`src/rtl/pdc_pkg.sv`:
```
// ----------------------------------------------------------------------------
// pdc_pkg: shared types and constants for the pattern count deletion DP
// Holds the stage entry type, the entry constants, the register map and the
// compare function that every cell and the head use.
// ----------------------------------------------------------------------------
`default_nettype none

package pdc_pkg;

	localparam int COUNT_W = 16;
	localparam int COST_W  = 40;
	localparam int SYM_W   = 8;
	localparam int DCOST_W = 16;
	localparam int PAT_W   = 48;
	localparam int PAT_SYMS = PAT_W / SYM_W;

	// Pattern register reset spells "bessie", first symbol in the lowest byte.
	localparam logic [PAT_W-1:0] PAT_RESET = 48'h656973736562;

	// Register index decoded from the APB address.
	localparam logic REG_PATTERN = 1'b0;

	localparam logic [COUNT_W-1:0] COUNT_MAX = '1;
	localparam logic [COST_W-1:0]  COST_MAX  = '1;

	// One DP stage: best (count, cost) reachable, and whether it is reachable.
	typedef struct packed {
		logic               valid;
		logic [COUNT_W-1:0] count;
		logic [COST_W-1:0]  cost;
	} entry_t;

	localparam entry_t ENTRY_NONE  = '{valid: 1'b0, count: '0, cost: '0};
	localparam entry_t ENTRY_START = '{valid: 1'b1, count: '0, cost: '0};

	// True when entry a is strictly better than entry b: higher count wins,
	// equal counts go to the lower cost, and an unreachable entry never wins.
	function automatic logic ent_better(input entry_t a, input entry_t b);
		logic res;
		if (!a.valid) begin
			res = 1'b0;
		end else if (!b.valid) begin
			res = 1'b1;
		end else begin
			res = (a.count > b.count) || ((a.count == b.count) && (a.cost < b.cost));
		end
		return res;
	endfunction

endpackage

`default_nettype wire

```
`src/rtl/pdc_cell.sv`:
```
// ----------------------------------------------------------------------------
// pdc_cell: one matched-prefix stage of the deletion DP
// Holds the best entry with j pattern symbols matched and updates it from its
// own value (symbol deleted) or from the stage before it (symbol matched).
// ----------------------------------------------------------------------------
`default_nettype none

module pdc_cell
	import pdc_pkg::*;
(
	input  wire logic               clk,
	input  wire logic               arst_n,
	input  wire logic               advance,
	input  wire logic               clear,
	input  wire logic [SYM_W-1:0]   symbol,
	input  wire logic [SYM_W-1:0]   pat_sym,
	input  wire logic [DCOST_W-1:0] del_cost,
	input  wire entry_t             prev_old,
	output entry_t                  cur_old,
	output entry_t                  cur_next
);

	entry_t            stage_q;
	entry_t            stay;
	logic [COST_W:0]   cost_sum;
	logic              take_prev;

	// A start of string makes the stored entry read as unreachable.
	assign cur_old = clear ? ENTRY_NONE : stage_q;

	// Candidate that deletes this symbol: pay its cost, saturating.
	assign cost_sum = {1'b0, cur_old.cost} + {{(COST_W+1-DCOST_W){1'b0}}, del_cost};

	always_comb begin
		stay = ENTRY_NONE;
		if (cur_old.valid) begin
			stay.valid = 1'b1;
			stay.count = cur_old.count;
			stay.cost  = cost_sum[COST_W] ? COST_MAX : cost_sum[COST_W-1:0];
		end
	end

	// Matching extends the previous stage unless staying is strictly better.
	assign take_prev = (symbol == pat_sym) && !ent_better(stay, prev_old);

	always_comb begin
		if (take_prev) begin
			cur_next = prev_old.valid ? prev_old : ENTRY_NONE;
		end else begin
			cur_next = stay;
		end
	end

	// Stage register, updated once per accepted beat.
	always_ff @(posedge clk or negedge arst_n) begin
		if (!arst_n) begin
			stage_q <= ENTRY_NONE;
		end else if (advance) begin
			stage_q <= cur_next;
		end
	end

endmodule

`default_nettype wire

```
`src/rtl/pdc_head.sv`:
```
// ----------------------------------------------------------------------------
// pdc_head: idle stage of the deletion DP
// Holds the best entry with no copy under way and folds in a copy completed
// by the last cell in the same beat.
// ----------------------------------------------------------------------------
`default_nettype none

module pdc_head
	import pdc_pkg::*;
(
	input  wire logic   clk,
	input  wire logic   arst_n,
	input  wire logic   advance,
	input  wire logic   clear,
	input  wire entry_t tail_next,
	output entry_t      head_old,
	output entry_t      head_next
);

	entry_t stage0_q;
	entry_t done;
	logic   take_done;

	// A start of string restarts from zero copies at zero cost.
	assign head_old = clear ? ENTRY_START : stage0_q;

	// A full match in the last cell becomes one more completed copy.
	always_comb begin
		done = ENTRY_NONE;
		if (tail_next.valid) begin
			done.valid = 1'b1;
			done.count = (tail_next.count == COUNT_MAX) ? COUNT_MAX : tail_next.count + 1'b1;
			done.cost  = tail_next.cost;
		end
	end

	assign take_done = done.valid && !ent_better(head_old, done);
	assign head_next = take_done ? done : head_old;

	always_ff @(posedge clk or negedge arst_n) begin
		if (!arst_n) begin
			stage0_q <= ENTRY_START;
		end else if (advance) begin
			stage0_q <= head_next;
		end
	end

endmodule

`default_nettype wire

```
`src/rtl/pattern_count_deletion_dp.sv`:
```
// ----------------------------------------------------------------------------
// pattern_count_deletion_dp: streaming max-copies / min-deletion-cost DP
// Top level with the APB pattern register, the chain of stage cells, the
// idle stage and the output register.
// ----------------------------------------------------------------------------
// The block takes one symbol beat per clock while the result stream is not
// stalled and returns one result beat per symbol, registered in the output
// register and shown in the cycle after the symbol is accepted. Every beat
// updates all stages at once through a row of PATTERN_LEN cells, each doing
// one saturating add and one compare; the idle stage then folds in a
// completed copy, so the rate is one beat per cycle when not stalled. A new
// symbol is taken only when the output register is empty or being drained.
// Set s_tuser on the first symbol of a string to restart the count.
// ----------------------------------------------------------------------------
`default_nettype none

module pattern_count_deletion_dp
	import pdc_pkg::*;
#(
	parameter int PATTERN_LEN = 6
) (
	input  wire logic        clk,
	input  wire logic        arst_n,
	// APB configuration port
	input  wire logic        psel,
	input  wire logic        penable,
	input  wire logic        pwrite,
	input  wire logic [3:0]  paddr,
	input  wire logic [63:0] pwdata,
	output logic      [63:0] prdata,
	output logic             pready,
	// Symbol stream
	input  wire logic        s_tvalid,
	output logic             s_tready,
	input  wire logic [23:0] s_tdata,   // [7:0] symbol, [23:8] deletion_cost
	input  wire logic        s_tuser,   // [0] start_of_string
	// Result stream
	output logic             m_tvalid,
	input  wire logic        m_tready,
	output logic      [55:0] m_tdata    // [15:0] best_count, [55:16] best_cost
);

	logic [PAT_W-1:0]   pattern_q;
	logic               reg_idx;
	logic               advance;
	logic [SYM_W-1:0]   symbol;
	logic [DCOST_W-1:0] del_cost;
	entry_t             old_e  [PATTERN_LEN+1];
	entry_t             next_e [PATTERN_LEN+1];
	logic               m_tvalid_q;
	logic [55:0]        m_tdata_q;

	// Pattern register on the APB port.
	assign pready  = 1'b1;
	assign reg_idx = paddr[3];

	always_ff @(posedge clk or negedge arst_n) begin
		if (!arst_n) begin
			pattern_q <= PAT_RESET;
		end else if (psel && penable && pwrite && pready && (reg_idx == REG_PATTERN)) begin
			pattern_q <= pwdata[PAT_W-1:0];
		end
	end

	always_comb begin
		case (reg_idx)
			REG_PATTERN: prdata = {{(64-PAT_W){1'b0}}, pattern_q};
			default:     prdata = '0;
		endcase
	end

	// Input handshake; the output register parts the two sides.
	assign s_tready = !m_tvalid_q || m_tready;
	assign advance  = s_tvalid && s_tready;
	assign symbol   = s_tdata[7:0];
	assign del_cost = s_tdata[23:8];

	// Idle stage.
	pdc_head u_head (
		.clk       (clk),
		.arst_n    (arst_n),
		.advance   (advance),
		.clear     (s_tuser),
		.tail_next (next_e[PATTERN_LEN]),
		.head_old  (old_e[0]),
		.head_next (next_e[0])
	);

	// Row of matched-prefix cells, cell j matching pattern symbol j-1.
	for (genvar j = 1; j <= PATTERN_LEN; j++) begin : g_cell
		logic [SYM_W-1:0] pat_sym;

		if (j - 1 < PAT_SYMS) begin : g_sym
			assign pat_sym = pattern_q[SYM_W*(j-1) +: SYM_W];
		end else begin : g_zero
			assign pat_sym = '0;
		end

		pdc_cell u_cell (
			.clk      (clk),
			.arst_n   (arst_n),
			.advance  (advance),
			.clear    (s_tuser),
			.symbol   (symbol),
			.pat_sym  (pat_sym),
			.del_cost (del_cost),
			.prev_old (old_e[j-1]),
			.cur_old  (old_e[j]),
			.cur_next (next_e[j])
		);
	end

	// Output register holding one result beat.
	always_ff @(posedge clk or negedge arst_n) begin
		if (!arst_n) begin
			m_tvalid_q <= 1'b0;
		end else if (advance) begin
			m_tvalid_q <= 1'b1;
		end else if (m_tready) begin
			m_tvalid_q <= 1'b0;
		end
	end

	always_ff @(posedge clk) begin
		if (advance) begin
			m_tdata_q <= {next_e[0].cost, next_e[0].count};
		end
	end

	assign m_tvalid = m_tvalid_q;
	assign m_tdata  = m_tdata_q;

endmodule

`default_nettype wire
```
`config.mk`:
```
export PLATFORM = sky130hd
export DESIGN_NAME = pattern_count_deletion_dp
export DESIGN_NICKNAME = d
export VERILOG_FILES = /design/src/rtl/pdc_pkg.sv /design/src/rtl/pdc_cell.sv /design/src/rtl/pdc_head.sv /design/src/rtl/pattern_count_deletion_dp.sv
export SDC_FILE = /design/constraint.sdc
export NUM_CORES = 2
export LEC_CHECK = 0
export BUFFER_PORTS_ARGS = -buffer_cell sky130_fd_sc_hd__buf_2
export CAP_MARGIN = 20
export CORE_ASPECT_RATIO = 0.8
export CORE_MARGIN = 4
export CORE_UTILIZATION = 25
export DETAILED_ROUTE_END_ITERATION = 16
export PLACE_DENSITY_LB_ADDON = 0.12
export SYNTH_ARGS = -nofsm -noshare
export SYNTH_HDL_FRONTEND = slang
export SYNTH_SLANG_ARGS = --single-unit
```
`constraint.sdc`:
```
create_clock -name clk -period 10.2 [get_ports clk]
set_input_delay 1.53 -clock clk [delete_from_list [all_inputs] [get_ports clk]]
set_output_delay 1.53 -clock clk [all_outputs]
set_load 0.01 [all_outputs]
```
# Word level (Yosys, flattened, before mapping)
# Cells that the tools add are included.
# totals
ff_bits	504
in_bits	100
out_inout_bits	123
elab_cells	146
# op_classes
n_addsub	7
order_cmp	14
n_eq_ne	14
mux	51
n_bitwise	1
reduce_logical	35
# ops
op	count
$mux W57	27
$lt A40 B40 Y1	7
$add A40 B16 Y41	6
$mux W40	6
$eq A16 B16 Y1	7
$gt A16 B16 Y1	7
$eq A8 B8 Y1	6
$mux W48	1
$logic_and A1 B1 Y1	18
$add A16 B1 Y16 const B	1
$eq A16 B16 Y1 const B	1
$mux W1	16
$mux W16	1
$logic_not A1 Y1	8
$logic_or A1 B1 Y1	8
$reduce_bool A2 Y1	1
$not A1 Y1	1

# Depth between registers and ports, before layout
# depth
word_depth	23
mapped_depth	54
depth_no_buf	40

# Hierarchy
# A second synthesis with hierarchy kept.
# hier_totals
cells_unflattened	5946
area_unflattened_um2	49661.4
# by_module_without_submodules
module	n_inst	cells_per_inst	area_each_um2	seq_area_each_um2
pdc_cell at g_cell[1].u_cell ...	3	854	6795.3	1426.4
pdc_cell at g_cell[2].u_cell	1	904	6959.2	1426.4
pdc_cell at g_cell[6].u_cell	1	893	6686.4	1426.4
pdc_cell at g_cell[3].u_cell	1	830	6618.8	1426.4
pdc_head	1	523	4914.7	1427.6
pattern_count_deletion_dp	1	234	4096.4	2939.1

# Worst setup path after synthesis
# OpenSTA, ideal clock, no wires.
# synth_timing
path_kind	input-to-reg
startpoint	input s_tuser
endpoint	register m_tdata_q[2] (netlist: m_tdata[2]), data pin
setup_time_ps	275
arrival_ps	12306
required_time_ps	9925
setup_slack_ps	-2381
cell_stages	53
path_buffers	15
path_cell_list	clkbuf_1 clkbuf_1 clkbuf_1 clkbuf_1 clkbuf_1 clkbuf_1 clkbuf_1 clkbuf_1 nor2b_1 ha_1 fa_1 a211oi_1 o21ai_0 o21bai_1 a21boi_1 o21ai_2 clkbuf_1 nand3_1 [... 17 more ...] nand3_1 mux2i_1 clkbuf_1 a21oi_1 ha_1 nand4_1 nor2_1 nand3_1 or4_1 a2111oi_0 o21ai_0 a2111oi_0 o31ai_2 and3_1 buf_2 buf_6 buf_12 mux2i_1
# synth_lines
item	line	text
start, declared	pattern_count_deletion_dp.sv:36	input wire logic s_tuser,
end signal, assigned	pattern_count_deletion_dp.sv:126	m_tdata_q <= {next_e[0].cost, next_e[0].count};
end, declared	pattern_count_deletion_dp.sv:51	logic [55:0] m_tdata_q;

==> metrics.cfg <==
[placed_design]
gp_congestion = 0.877
hpwl_mm = 161
io_buffers = 186
dp_slack_ps = -331

[yosys]
synthCells = 5325
synth_area_per_cell_um2 = 8.47
async_reset_ff_frac = 0.889
synth_ff_type = dfrtp_1
yosysSeqAreaShare = 0.287
synthDistinctLibCells = 91
syn-cell-area_um2 = 45100
yosys_warnings = 0
synth-seq-cells = 504
synth_edf_count = 56

[floorplan]
start_util = 0.251
io_pins = 223
core_area_um2 = 179000
die_x_um = 483
num_rows = 139
die_area_um2 = 187000
die_h_um = 388

[sta]
rsz0062_at_grt = false
slew_headroom = 0.288
fin_crit_ps = 9630
hold_viol = 0
worstMarginPinSlew_ps = 1060
finClkSkew_ps = 33.0
fin_crit_sh = 0.944
maxSlewViolCount = 0
setup_violations = 0
max_freq_mhz = 104
layout_setup_ws_ps = 568

[setup_path]
path_class = in -> reg
worstPathMaxFanout = 20
max_stage_delay_ps = 470
required_ps = 10580
arrival_ps = 10020
cpMostUsedCell = buf_4
r2r_cells = 43
cp-end-kind = flip-flop
crit_path_start_kind = input pin
crit_path_top_delay_cell = or4_4

[clock_network]
cts_buffers = 74
h-tree-depth = 3
insertion_delay_ps = 700
cts_sinks = 504
cts_tree = yes
cts-root-buf = clkbuf_16
cts_buffer_depth = 3
hold_buffers = 0
path_clk_slew_ps = 60

[route]
dr.pass1.iters = 6
wl_mm = 207
ant_nets = 0
avgViaCountPerCell = 5.22
avgRoutedWirePerCell_um = 25.6
drc = 0
drt_first_iter_violations = 3602
vias = 42200

[power_and_ir_drop]
totalPowerFinal_mw = 5.62
leakage_nw = 24.2
power_density_nw_per_um2 = 106
ir_drop_mv = 0.105

[global_route]
grt_first_pass_wirelength_mm = 300
gr-usage-all-layers = 0.216
grt-ovfl-total = 0
antenna_found_initial = 9
grt_pass1_vias = 41200
grt_max_degree = 170

[min_path]
hold_class = reg -> reg
hold_depth = 2

[finish]
nNetsFinal = 6203
syn2layout_area_growth_pct = 17.5
layout-drive-gt1-share = 0.140

[flow_run]
cap_violations = 0

[status]
status = finished clean

## layer usage
layer,part of all wire,global-route usage
met4,0.023,0.0478
met2,0.39,0.299
met1,0.52,0.344
met3,0.060,0.0322
met5,0.00023,0
## critical path: cells and delay by family
family	cells	cell delay [ps]
compound gates	12	2420
buf+inv	7	1090
fa+ha+maj	5	1590
simple gates	18	2950
mux	2	380
## state kept, by name, indices dropped and copies added, names as in the netlist
name / flops
g_cell.u_cell.stage_q: 342
u_head.stage0_q: 57
m_tdata: 56
m_tvalid: 1
pattern_q: 48
## cell usage in the layout, fill, tap and decap left out, types with 56 or more instances in the layout
master and n:
nor2_1 293, a221o_1 94, dfrtp_1 422, xor2_1 97, nor4_1 57, buf_2 185
nor3_1 99, a21o_1 150, mux2i_1 126, nand3_1 155, and2_1 130, buf_4 309
xnor2_1 120, nand2_1 409, nand4_1 114, inv_1 249, nand2b_1 313, o21a_1 66
ha_1 480, clkbuf_16 76, and3_1 89, edfxtp_1 56, a21oi_1 380, nor2b_1 167
o21ai_0 242
## path summary, 6_finish.rpt
path / start / to / slack [ps]
setup / recovery: s_tuser / m_tdata[42]$_DFFE_PP_ / 570
hold / removal: g_cell[6].u_cell.stage_q[13]$_DFFE_PN0P_ / g_cell[6].u_cell.stage_q[13]$_DFFE_PN0P_ / 470
setup reg to reg: g_cell[6].u_cell.stage_q[0]$_DFFE_PN0P_ / m_tdata[42]$_DFFE_PP_ / 1130
hold reg to reg: g_cell[6].u_cell.stage_q[13]$_DFFE_PN0P_ / g_cell[6].u_cell.stage_q[13]$_DFFE_PN0P_ / 470
max in group asynchronous: arst_n / g_cell[2].u_cell.stage_q[44]$_DFFE_PN0P_ / 7430
min in group asynchronous: arst_n / g_cell[6].u_cell.stage_q[6]$_DFFE_PN0P_ / 740
## cell usage after synthesis (58+ instances only)
cell type  instances  area [um^2]
a21oi_1          384         1920
and3_1            90          563
clkbuf_1         233          875
a221o_1           94          941
nand2b_1         320         2000
xor2_1            97          850
ha_1             482         6030
nor4_1            58          363
nor2b_1          171         1070
inv_1            250          938
nor2_1           294         1100
a21o_1           150         1130
dfrtp_1          422        10600
o21ai_0          247         1240
nor3_1           101          505
nand3_1          156          781
nand4_1          114          713
nand2_1          412         1550
mux2i_1          127         1270
xnor2_1          120         1050
o21a_1            66          495
and2_1           131          820
## report_power, final
group	internal, mW	leakage [nW]	switching (mW)	total, mW
Sequential	2.11	6.66	0.0750	2.19
Clock	1.57	1.20	1.14	2.71
Combinational	0.260	16.4	0.464	0.724
Total	3.95	24.2	1.68	5.62
## logic make-up after synthesis
kind of cell	share of synthesized area
AOI/OAI and AO/OA	0.207
DFF	0.287
muxes	0.0417
other	0.000167
buffers and inverters	0.0523
adders and majority gates	0.136
and+or+nand+nor	0.234
xor gates and xnor gates	0.0422
## cell type report
type                    instances  area, um^2
fillers                     19000      126000
multi-input cells            4274       30100
flip-flops and latches        504       12900
repair buffers                511        3580
well taps                    2397        3000
clock buffers                  98        2040
inverters                     250         946
clock inverters                37         414
diodes                          5        12.5
## timing repair
item,CTS,global route
endpoints found under the hold margin,0,0
setup buffers,0,2
gates resized for setup,0,7
setup endpoints to repair,0,112
## metrics by stage
stage	utilization	cell area, um^2	hold slack [ps]	instances	TNS (ps)
2_1_floorplan	-	45400	442	5340	-7610
3_3_place_gp	0.281	50500	459	7933	-34730
3_5_place_dp	0.281	50500	463	7934	-33070
4_1_cts	0.295	52900	477	8069	0
5_1_grt	0.295	53000	496	8071	0
6_report	0.295	53000	470	8076	0
No activity file was read; power rests on OpenSTA's default activity.
